===== src/sv/isotp_pkg.sv =====
// isotp_pkg: shared types, codes and constants of the segmented message receiver.
// Used by every module of the block; depends on nothing.
package isotp_pkg;

    localparam int MAX_MSG_BYTES_DEF = 4095;
    localparam int QUEUE_DEPTH       = 4;
    localparam int QPTR_W            = $clog2(QUEUE_DEPTH);
    localparam int JOB_BYTES         = 7;

    localparam logic [28:0] RX_ID_RESET   = 29'd0;
    localparam logic [15:0] TIMEOUT_RESET = 16'd1000;

    localparam logic       REG_RX_IDENTIFIER = 1'b0;
    localparam logic       REG_TIMEOUT_TICKS = 1'b1;

    localparam logic       ACT_FRAME = 1'b0;
    localparam logic       ACT_TICK  = 1'b1;

    localparam logic [3:0] PCI_SINGLE      = 4'h0;
    localparam logic [3:0] PCI_FIRST       = 4'h1;
    localparam logic [3:0] PCI_CONSECUTIVE = 4'h2;

    localparam logic [1:0] KIND_BYTE  = 2'd0;
    localparam logic [1:0] KIND_FLOW  = 2'd1;
    localparam logic [1:0] KIND_ERROR = 2'd2;

    localparam logic [1:0] ERR_BAD_SINGLE = 2'd0;
    localparam logic [1:0] ERR_BAD_FIRST  = 2'd1;
    localparam logic [1:0] ERR_SEQUENCE   = 2'd2;
    localparam logic [1:0] ERR_TIMEOUT    = 2'd3;

    typedef enum logic [1:0] {
        TAIL_NONE  = 2'd0,
        TAIL_FLOW  = 2'd1,
        TAIL_ERROR = 2'd2
    } tail_t;

    // One frame's or timeout tick's worth of results: count bytes, then an optional tail word.
    typedef struct packed {
        logic [JOB_BYTES-1:0][7:0] data;
        logic [2:0]                count;
        logic                      end_mark;
        tail_t                     tail;
        logic [1:0]                err;
    } job_t;

endpackage


===== src/sv/isotp_segmented_receiver_top.sv =====
// isotp_segmented_receiver_top: ISO-TP style reassembly of CAN frames.
// Instantiates isotp_front, isotp_queue and isotp_back; depends on isotp_pkg.
//
//  channel  | handshake                  | word
//  ---------+----------------------------+--------------------------------------
//  item     | item_valid / item_stall    | action, can_id, frame_length, bytes
//  result   | result_valid / result_stall| kind, payload_byte, message_end, ...
//  config   | cfg_write                  | cfg_index, cfg_data
//
// One item word per cycle enters while the job queue has room; the front end
// settles reception state in the cycle of acceptance.
// Each frame gives 0 to 7 result words, one per cycle from the back end while
// result_stall is low; items without results put nothing into the job queue.
// Reset clears state and the queue at once; no sweep. A stalled result
// backs up into the queue, which then stalls the item side.
module isotp_segmented_receiver_top
    import isotp_pkg::*;
#(
    parameter int MAX_MESSAGE_BYTES = MAX_MSG_BYTES_DEF
)
(
    input  logic        clk,
    input  logic        rst_n,
    input  logic        cfg_write,
    input  logic        cfg_index,
    input  logic [28:0] cfg_data,
    input  logic        item_valid,
    output logic        item_stall,
    input  logic        action,
    input  logic [28:0] can_id,
    input  logic [3:0]  frame_length,
    input  logic [7:0]  byte_zero,
    input  logic [7:0]  byte_one,
    input  logic [7:0]  byte_two,
    input  logic [7:0]  byte_three,
    input  logic [7:0]  byte_four,
    input  logic [7:0]  byte_five,
    input  logic [7:0]  byte_six,
    input  logic [7:0]  byte_seven,
    output logic        result_valid,
    input  logic        result_stall,
    output logic [1:0]  kind,
    output logic [7:0]  payload_byte,
    output logic        message_end,
    output logic [1:0]  error_code,
    output logic        run_last
);

    job_t job;
    job_t head;
    logic job_push;
    logic q_full;
    logic q_empty;
    logic q_pop;

    isotp_front #(
        .MAX_MESSAGE_BYTES(MAX_MESSAGE_BYTES)
    ) u_front (
        .clk         (clk),
        .rst_n       (rst_n),
        .cfg_write   (cfg_write),
        .cfg_index   (cfg_index),
        .cfg_data    (cfg_data),
        .item_valid  (item_valid),
        .item_stall  (item_stall),
        .action      (action),
        .can_id      (can_id),
        .frame_length(frame_length),
        .byte_zero   (byte_zero),
        .byte_one    (byte_one),
        .byte_two    (byte_two),
        .byte_three  (byte_three),
        .byte_four   (byte_four),
        .byte_five   (byte_five),
        .byte_six    (byte_six),
        .byte_seven  (byte_seven),
        .queue_full  (q_full),
        .job_push    (job_push),
        .job         (job)
    );

    isotp_queue u_queue (
        .clk     (clk),
        .rst_n   (rst_n),
        .push    (job_push),
        .push_job(job),
        .pop     (q_pop),
        .head    (head),
        .empty   (q_empty),
        .full    (q_full)
    );

    isotp_back u_back (
        .clk         (clk),
        .rst_n       (rst_n),
        .head        (head),
        .queue_empty (q_empty),
        .pop         (q_pop),
        .result_valid(result_valid),
        .result_stall(result_stall),
        .kind        (kind),
        .payload_byte(payload_byte),
        .message_end (message_end),
        .error_code  (error_code),
        .run_last    (run_last)
    );

endmodule


===== src/sv/isotp_front.sv =====
// isotp_front: accepts words, keeps reception state and classifies each frame or tick
// into a job for the back end. Depends on isotp_pkg.
module isotp_front
    import isotp_pkg::*;
#(
    parameter int MAX_MESSAGE_BYTES = MAX_MSG_BYTES_DEF
)
(
    input  logic        clk,
    input  logic        rst_n,
    input  logic        cfg_write,
    input  logic        cfg_index,
    input  logic [28:0] cfg_data,
    input  logic        item_valid,
    output logic        item_stall,
    input  logic        action,
    input  logic [28:0] can_id,
    input  logic [3:0]  frame_length,
    input  logic [7:0]  byte_zero,
    input  logic [7:0]  byte_one,
    input  logic [7:0]  byte_two,
    input  logic [7:0]  byte_three,
    input  logic [7:0]  byte_four,
    input  logic [7:0]  byte_five,
    input  logic [7:0]  byte_six,
    input  logic [7:0]  byte_seven,
    input  logic        queue_full,
    output logic        job_push,
    output job_t        job
);

    localparam logic [11:0] MAX_SIZE = 12'(MAX_MESSAGE_BYTES);

    logic [28:0] rx_id_reg;
    logic [15:0] timeout_reg;
    logic        receiving_reg, receiving_next;
    logic [3:0]  seq_reg, seq_next;
    logic [11:0] rem_reg, rem_next;
    logic [15:0] tick_reg, tick_next;

    logic [7:0]  b [8];
    logic [3:0]  len;
    logic [3:0]  pci;
    logic [3:0]  low_nib;
    logic [11:0] size;
    logic [2:0]  have;
    logic [2:0]  avail;
    logic [2:0]  cf_n;
    logic [15:0] tick_inc;
    logic        from_two;
    logic        accept;

    assign item_stall = queue_full;
    assign accept     = item_valid && !queue_full;

    assign b[0] = byte_zero;
    assign b[1] = byte_one;
    assign b[2] = byte_two;
    assign b[3] = byte_three;
    assign b[4] = byte_four;
    assign b[5] = byte_five;
    assign b[6] = byte_six;
    assign b[7] = byte_seven;

    assign len      = (frame_length > 4'd8) ? 4'd8 : frame_length;
    assign pci      = byte_zero[7:4];
    assign low_nib  = byte_zero[3:0];
    assign size     = {low_nib, byte_one};
    assign have     = 3'(len - 4'd2);
    assign avail    = 3'(len - 4'd1);
    assign cf_n     = ({9'd0, avail} > rem_reg) ? rem_reg[2:0] : avail;
    assign tick_inc = (tick_reg != 16'hFFFF) ? tick_reg + 16'd1 : tick_reg;

    always_comb
    begin
        receiving_next = receiving_reg;
        seq_next       = seq_reg;
        rem_next       = rem_reg;
        tick_next      = tick_reg;
        from_two       = 1'b0;
        job_push       = 1'b0;
        job.count      = 3'd0;
        job.end_mark   = 1'b0;
        job.tail       = TAIL_NONE;
        job.err        = ERR_BAD_SINGLE;

        if (action == ACT_TICK)
        begin
            if (receiving_reg)
            begin
                tick_next = tick_inc;
                if (tick_inc >= timeout_reg)
                begin
                    job_push       = 1'b1;
                    job.tail       = TAIL_ERROR;
                    job.err        = ERR_TIMEOUT;
                    receiving_next = 1'b0;
                    seq_next       = 4'd0;
                    rem_next       = 12'd0;
                    tick_next      = 16'd0;
                end
            end
        end
        else if (len != 4'd0 && can_id == rx_id_reg)
        begin
            if (!receiving_reg)
            begin
                if (pci == PCI_SINGLE)
                begin
                    if ({1'b0, len} < {1'b0, low_nib} + 5'd1)
                    begin
                        job_push = 1'b1;
                        job.tail = TAIL_ERROR;
                        job.err  = ERR_BAD_SINGLE;
                    end
                    else
                    begin
                        job_push     = (low_nib != 4'd0);
                        job.count    = low_nib[2:0];
                        job.end_mark = 1'b1;
                    end
                end
                else if (pci == PCI_FIRST)
                begin
                    from_two = 1'b1;
                    if (len < 4'd2 || size > MAX_SIZE)
                    begin
                        job_push = 1'b1;
                        job.tail = TAIL_ERROR;
                        job.err  = ERR_BAD_FIRST;
                    end
                    else if ({9'd0, have} >= size)
                    begin
                        job_push     = (size != 12'd0);
                        job.count    = size[2:0];
                        job.end_mark = 1'b1;
                    end
                    else
                    begin
                        job_push       = 1'b1;
                        job.count      = have;
                        job.tail       = TAIL_FLOW;
                        receiving_next = 1'b1;
                        seq_next       = 4'd1;
                        rem_next       = size - {9'd0, have};
                        tick_next      = 16'd0;
                    end
                end
            end
            else if (pci == PCI_CONSECUTIVE)
            begin
                tick_next = 16'd0;
                if (low_nib != seq_reg)
                begin
                    job_push       = 1'b1;
                    job.tail       = TAIL_ERROR;
                    job.err        = ERR_SEQUENCE;
                    receiving_next = 1'b0;
                    seq_next       = 4'd0;
                    rem_next       = 12'd0;
                end
                else
                begin
                    seq_next     = seq_reg + 4'd1;
                    rem_next     = rem_reg - {9'd0, cf_n};
                    job_push     = (cf_n != 3'd0);
                    job.count    = cf_n;
                    job.end_mark = (rem_next == 12'd0);
                    if (rem_next == 12'd0)
                    begin
                        receiving_next = 1'b0;
                        seq_next       = 4'd0;
                    end
                end
            end
        end

        job_push = job_push && accept;

        for (int i = 0; i < JOB_BYTES; i++)
        begin
            if (!from_two)
                job.data[i] = b[i+1];
            else if (i + 2 < 8)
                job.data[i] = b[(i+2)%8];
            else
                job.data[i] = 8'd0;
        end
    end

    always_ff @(posedge clk or negedge rst_n)
    begin
        if (!rst_n)
        begin
            rx_id_reg     <= RX_ID_RESET;
            timeout_reg   <= TIMEOUT_RESET;
            receiving_reg <= 1'b0;
            seq_reg       <= 4'd0;
            rem_reg       <= 12'd0;
            tick_reg      <= 16'd0;
        end
        else
        begin
            if (cfg_write)
            begin
                if (cfg_index == REG_RX_IDENTIFIER)
                    rx_id_reg <= cfg_data;
                else
                    timeout_reg <= cfg_data[15:0];
            end
            if (accept)
            begin
                receiving_reg <= receiving_next;
                seq_reg       <= seq_next;
                rem_reg       <= rem_next;
                tick_reg      <= tick_next;
            end
        end
    end

endmodule


===== src/sv/isotp_queue.sv =====
// isotp_queue: short job queue between front and back end.
// Depends on isotp_pkg.
module isotp_queue
    import isotp_pkg::*;
(
    input  logic clk,
    input  logic rst_n,
    input  logic push,
    input  job_t push_job,
    input  logic pop,
    output job_t head,
    output logic empty,
    output logic full
);

    job_t              slot_reg [QUEUE_DEPTH];
    logic [QPTR_W-1:0] wr_reg, rd_reg;
    logic [QPTR_W:0]   fill_reg;

    assign head  = slot_reg[rd_reg];
    assign empty = (fill_reg == '0);
    assign full  = (fill_reg == (QPTR_W+1)'(QUEUE_DEPTH));

    always_ff @(posedge clk)
    begin
        if (push)
            slot_reg[wr_reg] <= push_job;
    end

    always_ff @(posedge clk or negedge rst_n)
    begin
        if (!rst_n)
        begin
            wr_reg   <= '0;
            rd_reg   <= '0;
            fill_reg <= '0;
        end
        else
        begin
            if (push)
                wr_reg <= wr_reg + 1'b1;
            if (pop)
                rd_reg <= rd_reg + 1'b1;
            if (push && !pop)
                fill_reg <= fill_reg + 1'b1;
            else if (pop && !push)
                fill_reg <= fill_reg - 1'b1;
        end
    end

endmodule


===== src/sv/isotp_back.sv =====
// isotp_back: walks the head job and drives one result word per cycle, while the
// output is not stalled, through an output register. Depends on isotp_pkg.
module isotp_back
    import isotp_pkg::*;
(
    input  logic       clk,
    input  logic       rst_n,
    input  job_t       head,
    input  logic       queue_empty,
    output logic       pop,
    output logic       result_valid,
    input  logic       result_stall,
    output logic [1:0] kind,
    output logic [7:0] payload_byte,
    output logic       message_end,
    output logic [1:0] error_code,
    output logic       run_last
);

    logic       valid_reg;
    logic [2:0] idx_reg, idx_next;
    logic [1:0] kind_reg, kind_next;
    logic [7:0] byte_reg, byte_next;
    logic       end_reg, end_next;
    logic [1:0] err_reg, err_next;
    logic       last_reg, last_next;
    logic       load;
    logic       in_bytes;

    assign load     = !queue_empty && (!valid_reg || !result_stall);
    assign in_bytes = (idx_reg < head.count);
    assign pop      = load && last_next;

    always_comb
    begin
        kind_next = KIND_BYTE;
        byte_next = 8'd0;
        end_next  = 1'b0;
        err_next  = ERR_BAD_SINGLE;
        last_next = 1'b1;
        if (in_bytes)
        begin
            byte_next = head.data[idx_reg];
            last_next = (idx_reg == head.count - 3'd1) && (head.tail == TAIL_NONE);
            end_next  = head.end_mark && (idx_reg == head.count - 3'd1);
        end
        else
        begin
            case (head.tail)
                TAIL_FLOW:
                    kind_next = KIND_FLOW;
                TAIL_ERROR:
                begin
                    kind_next = KIND_ERROR;
                    err_next  = head.err;
                end
                default:
                    kind_next = KIND_BYTE;
            endcase
        end
        idx_next = last_next ? 3'd0 : idx_reg + 3'd1;
    end

    always_ff @(posedge clk or negedge rst_n)
    begin
        if (!rst_n)
        begin
            valid_reg <= 1'b0;
            idx_reg   <= 3'd0;
        end
        else
        begin
            if (load)
            begin
                valid_reg <= 1'b1;
                idx_reg   <= idx_next;
            end
            else if (!result_stall)
                valid_reg <= 1'b0;
        end
    end

    always_ff @(posedge clk)
    begin
        if (load)
        begin
            kind_reg <= kind_next;
            byte_reg <= byte_next;
            end_reg  <= end_next;
            err_reg  <= err_next;
            last_reg <= last_next;
        end
    end

    assign result_valid = valid_reg;
    assign kind         = kind_reg;
    assign payload_byte = byte_reg;
    assign message_end  = end_reg;
    assign error_code   = err_reg;
    assign run_last     = last_reg;

endmodule

===== config.mk =====
export PLATFORM = sky130hd
export DESIGN_NAME = isotp_segmented_receiver_top
export DESIGN_NICKNAME = d
export VERILOG_FILES = /design/src/sv/isotp_pkg.sv /design/src/sv/isotp_segmented_receiver_top.sv /design/src/sv/isotp_front.sv /design/src/sv/isotp_queue.sv /design/src/sv/isotp_back.sv
export SDC_FILE = /design/constraint.sdc
export NUM_CORES = 1
export LEC_CHECK = 0
export BUFFER_PORTS_ARGS = -buffer_cell sky130_fd_sc_hd__buf_2
export CAP_MARGIN = 30
export CORE_MARGIN = 3
export CORE_UTILIZATION = 50
export DETAILED_ROUTE_END_ITERATION = 10
export PLACE_DENSITY_LB_ADDON = 0.12
export SLEW_MARGIN = 0
export SYNTH_ARGS = -nofsm -noshare
export SYNTH_HDL_FRONTEND = slang
export SYNTH_SLANG_ARGS = --single-unit

===== constraint.sdc =====
create_clock -name clk -period 8.5 [get_ports clk]
set_input_delay 1.7 -clock clk [delete_from_list [all_inputs] [get_ports clk]]
set_output_delay 1.7 -clock clk [all_outputs]
set_load 0.02 [all_outputs]

Yosys cells after proc, flatten, opt, wreduce, memory -nomap -nowiden
Memories as Yosys holds them, arrays and structs flattened. Cells that the tools add are included.

Memory bits (writable): 256. Register bits after elaboration: 103. Memories kept: 1. Input port bits: 133. Output and inout bits: 16.

Bitwise logic cells: 2. $add $sub $neg: 13. Order comparisons: 9. Reduce and logical (&&, ||, !) cells: 34. Muxes and demuxes: 102. Equality and inequality tests: 16.

Memory list: u_queue.slot_reg (depth 4, width 64, read ports 1, clocked after Yosys merged registers in 0, write ports 1, RTL line isotp_queue.sv:16) `job_t slot_reg [QUEUE_DEPTH];`.

Operators with widths (number): $mux 16 (11); $mux 12 (11); $mux 8 (13); $mux 4 (22); $mux 1 (37); $eq 29x29->1 (1); $bmux 8 s3 (1); $sub 12x3->12 (2); $add 16x1->16 const B (1); $ge 16x16->1 (1); $ne 16x16->1 const B (1); $mux 3 (5); $ge 3x12->1 (1); $gt 12x12->1 const B (1); $gt 3x12->1 (1); $logic_not 12->1 (1); $ne 2x1->1 const B (6); $reduce_bool 12->1 (1); $logic_and 1x1->1 (9); $reduce_and 9->1 (1); $sub 3x1->3 const B (3); $reduce_and 8->1 (1); $reduce_bool 4->1 (2); $add 3x1->3 const B (2); other kinds (29) (41).

Logic depth before layout (Yosys ltp)
Gate-level depths: netlist of run 1.

Word-level depth: 16. Depth in mapped cells: 23. Depth with buffers taken out: 21.

Modules after synthesis
From an unflattened synthesis of run 1, not the netlist that was laid out.

Cell total of the unflattened synthesis: 1154. Area total of the unflattened synthesis: 17259.1 um2.

Modules (own cells, without submodules): isotp_queue (cells an instance 368, area each 9624.2 um2, instances 1, sequential area each 7862.5 um2); isotp_front (cells an instance 682, area each 6368.6 um2, instances 1, sequential area each 1959.4 um2); isotp_back (cells an instance 104, area each 1266.2 um2, instances 1, sequential area each 520.5 um2).

Worst setup path before layout of run 1
Ideal clock, no wire load.

Kind: input to register. Start: in frame_length[0]. End: mem u_queue.slot_reg[0][0] (netlist name), enable pin. Data arrival time: 5714 ps. Setup time: 429 ps. Stages on the path: 14. Setup slack: 2357 ps. Cell sequence: nor2b_1 -> buf_2 -> inv_1 -> ha_1 -> inv_1 -> ha_1 -> nor2b_1 -> o31a_1 -> o211ai_2 -> nand2_1 -> o21ai_0 -> a41o_1 -> a311oi_4 -> and2_1.

Cells in the longest elaborated chain, start to end: 14. Elaborated cells on any way between the ends: 26.

Ends and longest elaborated chain: start: declaration (RTL line isotp_segmented_receiver_top.sv:31) `input logic [3:0] frame_length,`; $gt 4x4->1 (RTL line isotp_front.sv:65) `assign len = (frame_length > 4'd8) ? 4'd8 : frame_length;`; $mux 4 * (RTL line isotp_front.sv:65); $sub 3x1->3 / $sub 3x2->3 (equally long branches) (RTL line isotp_front.sv:70, isotp_front.sv:69); $gt 3x12->1 / $ge 3x12->1 (equally long branches) (RTL line isotp_front.sv:71, isotp_front.sv:132); $mux 3 / $mux 1 (equally long branches) (RTL line isotp_front.sv:71, isotp_front.sv:132); $reduce_bool 3->1 / $mux 1 (equally long branches) (RTL line isotp_front.sv:166, isotp_front.sv:126); $mux 1, on equally long branches (RTL line isotp_front.sv:153, isotp_front.sv:123); $mux 1, on equally long branches (RTL line isotp_front.sv:150, isotp_front.sv:108); $mux 1 (RTL line isotp_front.sv:106) `if (!receiving_reg)`; $mux 1 * (RTL line isotp_front.sv:104) `else if (len != 4'd0 && can_id == rx_id_reg)`; $mux 1 * (RTL line isotp_front.sv:87) `if (action == ACT_TICK)`; $logic_and 1x1->1 * (RTL line isotp_front.sv:178) `job_push = job_push && accept;`; named net job_push (RTL line isotp_segmented_receiver_top.sv:51) `logic job_push;`; $mux 1 * (RTL line isotp_queue.sv:26) `if (push)`; $mux 1 (implied by the code) * (RTL line isotp_queue.sv:27) `slot_reg[wr_reg] <= push_job;`; end: declaration (RTL line isotp_queue.sv:16).

Mark *: on every way through the listed nets, which the timed path passes. The rest lies on a longest branch.

Worst setup path in the final report of run 1
Start: in frame_length[3]. End: mem u_queue.slot_reg[2][26] (netlist name), enable pin.

Same word-level chain as after synthesis.

==> results_dict.tcl, run 1 <==
set metrics [dict create \
    ys_warn_count 0 \
    rsz0062_at_grt "false" \
    hpwlAfterDp_um 26860 \
    fmax_ghz 0.1627 \
    avgSynthCellArea_sq_um 14.67 \
    cp_max_fo 45 \
    clockRootBuffer "clkbuf_16" \
    std_cell_rows 67 \
    antenna_left 0 \
    avgViaCountPerCell 5.766 \
    cp_slowest_cell "buf_4" \
    crit_path_start_kind "input port" \
    cp_num_buf_inv 4 \
    critical_path.top_delay_family "compound AO/OA/AOI/OAI gates" \
    synthDistinctLibCells 81 \
    grt_max_degree 71 \
    met3_usage 0.03742 \
    vdd_drop_max_mv 0.1224 \
    whs_path_depth 1 \
    rr_endpoint "u_queue.slot_reg[2][26]" \
    die_h_um 192.5 \
    clkLatencyLatePin_ps 530 \
    whs_endpoint "u_queue.fill_reg[2]" \
    busiest_layer "met2" \
    power_leakage_uw 0.007351 \
    required_ps 8640 \
    finClkSkew_ps 20.39 \
    cp.depth 15 \
    synthArstFlopShare 0.2479 \
    mappedNetlistArea_sq_um 17380 \
    rr_worst_depth 16 \
    clk_pin_slew_ps 60 \
    tightestPinTransition_ps 1144 \
    place_congestion 0.9091 \
    antenna_found_initial 1 \
    drc_errors 0 \
    r2r_setup_slack_ps 2760 \
    ios 149 \
    coreArea_sq_um 33870 \
    htreeDepth 2 \
    first_global_vias 10660 \
    use_met1 0.3150 \
    cts_tree "done" \
    min_path_type "reg2reg" \
    slew_headroom 0.2267 \
    maxCapViolations 0 \
    start_util 0.5133 \
    routed_wl_um 39600 \
    cts_hold_buf 0 \
    fin_setup_tns_ps 0 \
    area_delta_synth_final_pct 13.57 \
    drt_iter0_markers 865 \
    final_nets 1513 \
    num_antenna_cells 0 \
    grt.total_usage 0.2175 \
    arrival_ps 6290 \
    synth_fp_nets 1362 \
    layout-drive-gt1-share 0.3076 \
    min_from "u_queue.fill_reg[2]" \
    critPathKind "in2reg" \
    clk_path_buf_depth 3 \
    power.density_nw_per_um2 191.0 \
    post_cts_resized 0 \
    critPathMaxStageDelay_ps 680 \
    finalCritPeriodShare 0.7231 \
    synth-seq-area-share 0.5949 \
    clock_sinks 359 \
    synthFlopType "edfxtp_1" \
    crit_chain "buf_2 > nor2b_1 > inv_1 > ha_1 > inv_1 > ha_1 > nor2b_1 > o31a_1 > o211ai_2 > nand2_1 > o21ai_0 > a41o_1 > a311oi_4 > and2_2 > buf_4" \
    grt_pass1_wl_um 61470 \
    finalSetupViolCount 0 \
    crit_start "frame_length[3]" \
    wl_per_cell_um 21.88 \
    portBuffers 148 \
    period_needed_ps 6146 \
    finalMaxSlewViolations 0 \
    pre_cts_ws_ps 1845 \
    status "finished clean" \
    dieWidth_um 192.5 \
    floorplan.die_area_sq_um 37040 \
    synth_seq_cells 359 \
    fin_ws_ps 2354 \
    grt.met2_usage 0.3441 \
    synthCells 1185 \
    timing.rr.start "u_front.tick_reg[6]" \
    largest_reg_flops 256 \
    final_hold_viol_count 0 \
    num_vias 10440 \
    nFillCells 2734 \
    cp-end-kind "flop" \
    synth_edf_count 270 \
    firstDrtPassIters 5 \
    post_cts_buffers 0 \
    grt-ovfl-total 0 \
    cts_inserted_buffers 38 \
]
-- cell usage in the layout, fill, tap and decap left out, drive strengths merged, types with 23 or more instances in the layout --
cell and n:
edfxtp 270, buf 166, mux2 99, dfrtp 83
mux4 72, inv 63, nand2 59, nor2 53
xor2 51, clkbuf 43, ha 41, o21ai 37
xnor2 28, a21oi 25, nand3 23
-- kinds of logic (layout without fill, tap and decap cells) --
kind of cell | count (synthesis) | after routing | synth area share
AND/OR/NAND/NOR | 244 | 244 | 0.07341
buffers and inverters | 118 | 295 | 0.02757
AO/OA/AOI/OAI | 149 | 149 | 0.06118
multiplexers | 191 | 191 | 0.1691
flip-flops | 359 | 359 | 0.5949
XOR/XNOR | 79 | 79 | 0.04023
adder cells (fa/ha/maj) | 45 | 45 | 0.03354
-- final cells by class --
class | instances | area, sq um | share of cell area
Multi-Input combinational cell | 708 | 6575 | 0.3330
Timing Repair Buffer | 166 | 938.4 | 0.04753
Inverter | 63 | 236.5 | 0.01198
Clock buffer | 43 | 969.7 | 0.04912
Sequential cell | 359 | 10350 | 0.5241
Clock inverter | 23 | 115.1 | 0.005831
Tap cell | 448 | 560.5 | 0.02839
-- cell usage after synthesis (all sizes together), types with 25 or more instances --
library cell | n | area share
a21oi | 25 | 0.0072
clkbuf | 33 | 0.0073
dfrtp | 83 | 0.12
edfxtp | 270 | 0.47
ha | 41 | 0.030
inv | 63 | 0.014
mux2 | 99 | 0.064
mux4 | 72 | 0.093
nand2 | 59 | 0.014
nor2 | 53 | 0.011
o21ai | 37 | 0.011
xnor2 | 28 | 0.015
xor2 | 51 | 0.026
-- per-stage QoR --
step / hold WS [ps] / cells / util / area (sq um) / power, uW
2_1_floorplan: 456.0 / 1185 / - / 17380 / 2213
3_3_place_gp: 477.3 / 1741 / 0.5485 / 18580 / 2335
3_5_place_dp: 480.2 / 1741 / 0.5485 / 18580 / 2343
4_1_cts: 489.4 / 1807 / 0.5805 / 19660 / 3814
5_1_grt: 502.7 / 1810 / 0.5829 / 19740 / 3921
6_report: 489.9 / 1810 / 0.5829 / 19740 / 3772
-- worst max-delay path by stage --
stage,to,slack (ps)
floorplan,u_queue.slot_reg[0][0],2360
global placement,u_queue.slot_reg[2][11],2000
detailed placement,u_queue.slot_reg[2][29],1840
CTS,u_queue.slot_reg[2][18],2390
global route,u_queue.slot_reg[2][18],2050
finish,u_queue.slot_reg[2][26],2350
-- power breakdown --
part | total [uW] | internal, uW | leakage [uW] | switching [uW]
Sequential | 1960 | 1930 | 0.00360 | 27.5
Clock | 1460 | 817 | 0.000529 | 648
Combinational | 351 | 159 | 0.00322 | 193
Total | 3770 | 2900 | 0.00735 | 869
-- layer usage --
| metal | share of wire | vias up |
|---|---|---|
| met4 | 0.019 | 0 |
| li1 | - | 4841 |
| met5 | 0 | - |
| met1 | 0.45 | 5217 |
| met3 | 0.064 | 52 |
| met2 | 0.46 | 326 |
Note: power is estimated with default switching activity, not from simulation.
==> run 2, diff against run 1 <==
==> constraint.sdc (replaced) <==
create_clock -name clk -period 6.1 [get_ports clk]
set_input_delay 1.22 -clock clk [delete_from_list [all_inputs] [get_ports clk]]
set_output_delay 1.22 -clock clk [all_outputs]
set_load 0.02 [all_outputs]
==> run 2 against run 1 <==
  * Critical path depth is 5 higher
  * Design area is 1.4% higher
  * Combinational power rose by 39%
  * Cell count increased by 0.66%
  * Sequential share of layout area fell by 0.74 points
  * Utilization rose by 0.83 points
  * First-iteration DRC count is 18% lower
  * Clock skew decreased by 4.4 ps
  * Sequential cell count unchanged
  * Non-clock buffer count is 4 higher
  * Clock power is 64% higher
  * Setup slack got worse by 1500 ps
  * Highest routed layer is now met5
==> results_dict.tcl, run 2 (synthesis gave the netlist of run 1 again) <==
set metrics [dict create \
    status "finished clean" \
    hold_ws_ps 490.8 \
    clock_sinks 359 \
    final_common_cell "edfxtp_1" \
    num_vias 10590 \
    cts_tree "done" \
    clkLatencyLatePin_ps 520 \
    cp-end-kind "flop" \
    rr_endpoint "u_queue.fill_reg[2]" \
    finalSetupViolCount 0 \
    hpwlAfterDp_um 27020 \
    coreArea_sq_um 33870 \
    share_comb_of_total_power 0.087 \
    finalCritPeriodShare 0.8542 \
    slew_headroom 0.3915 \
    finClkSkew_ps 15.95 \
    grt_max_degree 65 \
    first_global_vias 10590 \
    total_power_uw 5608 \
    rr_worst_depth 20 \
    dp_cells 1747 \
    power_frac_seq 0.485 \
    antenna_left 0 \
    firstDrtPassIters 5 \
    arrival_ps 5640 \
    post_cts_buffers 0 \
    portBuffers 148 \
    netSwitchingFraction 0.2214 \
    min_from "u_queue.fill_reg[2]" \
    grt.total_usage 0.2180 \
    crit_path_start_kind "flop" \
    final_hold_viol_count 0 \
    area_delta_synth_final_pct 15.19 \
    clk_path_buf_depth 3 \
    internal-power_uw 4366 \
    clk_pin_slew_ps 60 \
    ios 149 \
    fmax_ghz 0.1919 \
    drc_errors 0 \
    largest_reg_flops 256 \
    whs_path_depth 1 \
    vdd_drop_max_mv 0.1879 \
    whs_endpoint "u_queue.fill_reg[2]" \
    fin_ws_ps 889.5 \
    post_cts_resized 0 \
    fin_setup_tns_ps 0 \
    cts_hold_buf 0 \
    final_nets 1518 \
    grt_pass1_wl_um 61330 \
    htreeDepth 2 \
    wl_per_cell_um 21.78 \
    clockRootBuffer "clkbuf_16" \
    cp_max_fo 8 \
    power_frac_clock 0.427 \
    required_ps 6530 \
    pre_cts_ws_ps 422.7 \
    layout_common_cells "edfxtp_1, buf_2, mux2_2" \
    avgViaCountPerCell 5.813 \
    min_path_type "reg2reg" \
    fin_cells 1822 \
    r2r_setup_slack_ps 890 \
    power.density_nw_per_um2 280.0 \
    tightestPinTransition_ps 912.7 \
    floorplan.die_area_sq_um 37040 \
    dieWidth_um 192.5 \
    place_congestion 0.9021 \
    power_leakage_uw 0.007478 \
    period_needed_ps 5210 \
    rsz0062_at_grt "false" \
    std_cell_rows 67 \
    maxCapViolations 0 \
    finalMaxSlewViolations 0 \
    start_util 0.5133 \
    timing.rr.start "u_front.tick_reg[6]" \
    critPathKind "reg2reg" \
    routed_wl_um 39690 \
    layout-drive-gt1-share 0.3127 \
    grt-ovfl-total 0 \
    cts_inserted_buffers 39 \
    drt_iter0_markers 708 \
    die_h_um 192.5 \
    netSwitchingPower_uw 1241 \
    antenna_found_initial 3 \
]
-- run 2: power groups by stage --
stage / clock network (uW) / registers (uW) / logic (uW)
global route: 2540 / 2730 / 544
floorplan: 0 / 2760 / 321
CTS: 2440 / 2720 / 495
global placement: 0 / 2770 / 483
detailed placement: 0 / 2770 / 492
finish: 2400 / 2720 / 489
-- run 2: layer usage --
layer  GRT usage  share of wire
met2      0.3415           0.46
met5           0        0.00018
met1      0.3194           0.46
met4     0.05436          0.019
met3     0.03887          0.059
-- run 2: area by class of cell --
type                    instances  area [sq um]
multi-input cells             708          6570
flip-flops and latches        359         10350
clock buffers                  48          1031
inverters                      63         236.5
repair buffers                170         993.5
clock inverters                24         280.3
fillers                      2666         13840
well taps                     448         560.5
diodes                          2         5.005
-- run 2: how the worst max path moves through the flow --
stage	startpoint	to	slack (ps)	depth (start not counted)
after floorplan	frame_length[0]	u_queue.slot_reg[2][0]	440	14
after global placement	frame_length[3]	u_queue.slot_reg[1][4]	610	18
after detailed placement	frame_length[3]	u_queue.slot_reg[3][4]	420	18
after CTS	u_front.tick_reg[6]	u_queue.fill_reg[2]	920	21
after global routing	u_front.tick_reg[6]	u_queue.fill_reg[2]	440	20
final	u_front.tick_reg[6]	u_queue.fill_reg[2]	890	20
-- run 2: through the flow --
stage                 util  instance area, sq um
global placement    0.5522                 18700
finish              0.5913                 20020
global route        0.5912                 20020
CTS                 0.5910                 20010
floorplan                -                 17380
detailed placement  0.5522                 18700
-- run 2: worst max-delay path, stage by stage, from the launching register on --
cell	delay, ps
dfrtp_1	500
nand4_2	160
or3_4	420
or4_4	600
nand2_1	220
nor3_1	90
xor2_1	170
ha_1	310
a21o_1	110
a21o_1	110
a21oi_1	50
o21ai_0	380
a21o_1	160
nand2_1	210
a311oi_4	510
ha_1	260
inv_1	60
fa_1	370
xor2_1	170
nor2_1	110
xor2_1	150
==> run 3, diff against run 2 <==
--- a/config.mk
+++ b/config.mk
@@ -8,7 +8,7 @@
 export BUFFER_PORTS_ARGS = -buffer_cell sky130_fd_sc_hd__buf_2
 export CAP_MARGIN = 30
 export CORE_MARGIN = 3
-export CORE_UTILIZATION = 50
+export CORE_UTILIZATION = 60
 export DETAILED_ROUTE_END_ITERATION = 10
 export PLACE_DENSITY_LB_ADDON = 0.12
 export SLEW_MARGIN = 0
==> run 3 against run 2 <==
  * Via count rose by 0.15%
  * Critical endpoint is now u_front.seq_reg[3]
  * Global-route usage rose by 3.1 points
  * Register-to-register slack improved by 50 ps
  * Cell count fell by 4.6%
  * Total power fell by 2.6%
  * Routed wire length fell by 3.3%
  * Sequential cell count did not move
  * Setup slack improved by 9.8 ps
  * Critical path depth fell by 2
==> results_dict.tcl, run 3 (synthesis gave the netlist of run 1 again) <==
set metrics [dict create \
    status "finished clean" \
    drt_iter0_markers 896 \
    clk_pin_slew_ps 60 \
    first_global_vias 10770 \
    netSwitchingPower_uw 1233 \
    power_leakage_uw 0.007394 \
    ios 149 \
    clkLatencyLatePin_ps 530 \
    finClkSkew_ps 9.434 \
    clockRootBuffer "clkbuf_16" \
    finalSetupViolCount 0 \
    min_path_type "reg2reg" \
    maxCapViolations 0 \
    fmax_ghz 0.1923 \
    r2r_setup_slack_ps 940 \
    htreeDepth 2 \
    vdd_drop_max_mv 0.2366 \
    power_frac_seq 0.499 \
    power_frac_clock 0.412 \
    drc_errors 0 \
    min_from "u_queue.fill_reg[2]" \
    internal-power_uw 4227 \
    layout_common_cells "edfxtp_1, buf_2, mux2_2" \
    firstDrtPassIters 6 \
    grt_max_degree 65 \
    power.density_nw_per_um2 276.5 \
    slew_headroom 0.3454 \
    place_congestion 0.8939 \
    std_cell_rows 61 \
    cp-end-kind "flop" \
    dieWidth_um 176.2 \
    period_needed_ps 5201 \
    start_util 0.6173 \
    floorplan.die_area_sq_um 31050 \
    total_power_uw 5460 \
    layout-drive-gt1-share 0.3101 \
    critPathMaxStageDelay_ps 560 \
    whs_endpoint "u_queue.fill_reg[2]" \
    crit_top_cell "ha_1" \
    area_delta_synth_final_pct 13.59 \
    cp_max_fo 9 \
    critPathKind "in2reg" \
    finalMaxSlewViolations 0 \
    cts_hold_buf 0 \
    post_cts_resized 0 \
    share_comb_of_total_power 0.089 \
    largest_reg_flops 256 \
    antenna_found_initial 0 \
    grt_pass1_wl_um 59930 \
    avgViaCountPerCell 6.100 \
    timing.rr.start "u_front.tick_reg[3]" \
    required_ps 6490 \
    post_cts_buffers 0 \
    die_h_um 176.2 \
    coreArea_sq_um 28160 \
    clock_sinks 359 \
    hpwlAfterDp_um 25280 \
    portBuffers 148 \
    clk_path_buf_depth 3 \
    crit_path_start_kind "input port" \
    rr_worst_depth 17 \
    rr_endpoint "u_queue.fill_reg[1]" \
    finalCritPeriodShare 0.8526 \
    arrival_ps 5590 \
    tightestPinTransition_ps 968.3 \
    rsz0062_at_grt "false" \
    final_nets 1509 \
    grt.total_usage 0.2492 \
    wl_per_cell_um 22.07 \
    cts_inserted_buffers 37 \
    cts_tree "done" \
    antenna_left 0 \
    final_hold_viol_count 0 \
    cp_slowest_cell "o21ai_0" \
    num_vias 10610 \
    crit_chain "buf_2 > nor2b_1 > inv_1 > ha_1 > inv_1 > ha_1 > nor2b_1 > o31a_1 > o211ai_2 > o21ai_0 > ha_1 > a21o_1 > maj3_1 > nor2_1 > a22o_1 > nand4_1 > o311ai_1 > o21ai_0" \
    grt-ovfl-total 0 \
    num_antenna_cells 0 \
    whs_path_depth 1 \
    fin_setup_tns_ps 0 \
    netSwitchingFraction 0.2259 \
    routed_wl_um 38380 \
    final_common_cell "edfxtp_1" \
]
run 3: cell count changes in the layout (fill, tap and decap cells not counted), moves of 2 or more:
cell | before | now
diode_2 | 2 | 0
inv_6 | 1 | 3
clkinv_1 | 9 | 3
buf_4 | 15 | 12
clkbuf_8 | 0 | 5
clkbuf_1 | 8 | 10
clkbuf_16 | 40 | 37
bufinv_16 | 6 | 3
buf_12 | 7 | 4
run 3: critical path: cells and delay by family:
family                     cells  cell delay, ps
adders and majority gates      4            1350
AOI/OAI and AO/OA              7            2040
and+or+nand+nor                4             690
buffers and inverters          3             270
run 3: worst max path at each step:
stage	startpoint	to	slack [ps]	cells past startpoint
3_5_place_dp	frame_length[3]	u_front.seq_reg[3]	470	18
4_1_cts	u_front.tick_reg[6]	u_queue.fill_reg[1]	930	17
3_3_place_gp	frame_length[3]	u_queue.slot_reg[1][4]	640	18
6_report	frame_length[3]	u_front.seq_reg[3]	900	18
2_1_floorplan	frame_length[0]	u_queue.slot_reg[2][0]	440	14
5_1_grt	u_front.tick_reg[6]	u_queue.fill_reg[1]	510	17
run 3: cell type report:
type | instances | area, sq um
clock buffer | 52 | 1032
clock inverter | 16 | 181.4
fill | 1881 | 8417
inverter | 63 | 236.5
multi-input combinational | 708 | 6570
sequential | 359 | 10350
tap | 378 | 473.0
timing repair buffer | 163 | 905.9
run 3: per-stage QoR:
stage / area (sq um) / util / worst slack (ps) / hold WS, ps / std cells
floorplan: 17380 / - / 436.8 / 456.0 / 1185
global placement: 18530 / 0.6580 / 639.7 / 467.1 / 1671
detailed placement: 18530 / 0.6580 / 466.4 / 482.4 / 1671
CTS: 19750 / 0.7011 / 925.0 / 498.4 / 1739
global route: 19750 / 0.7011 / 508.7 / 518.6 / 1739
finish: 19750 / 0.7011 / 899.3 / 492.3 / 1739
run 3: routing by layer:
layer | global-route usage | wire [um]
met1 | 0.3599 | 16590
met2 | 0.4019 | 18420
met3 | 0.03978 | 2516
met4 | 0.06598 | 850
met5 | 0 | 0
run 3: power by group through the flow:
stage / logic, uW / clock network, uW / registers, uW
floorplan: 321 / 0 / 2760
global placement: 471 / 0 / 2770
CTS: 485 / 2290 / 2730
finish: 483 / 2250 / 2730
detailed placement: 481 / 0 / 2780
global route: 533 / 2370 / 2730
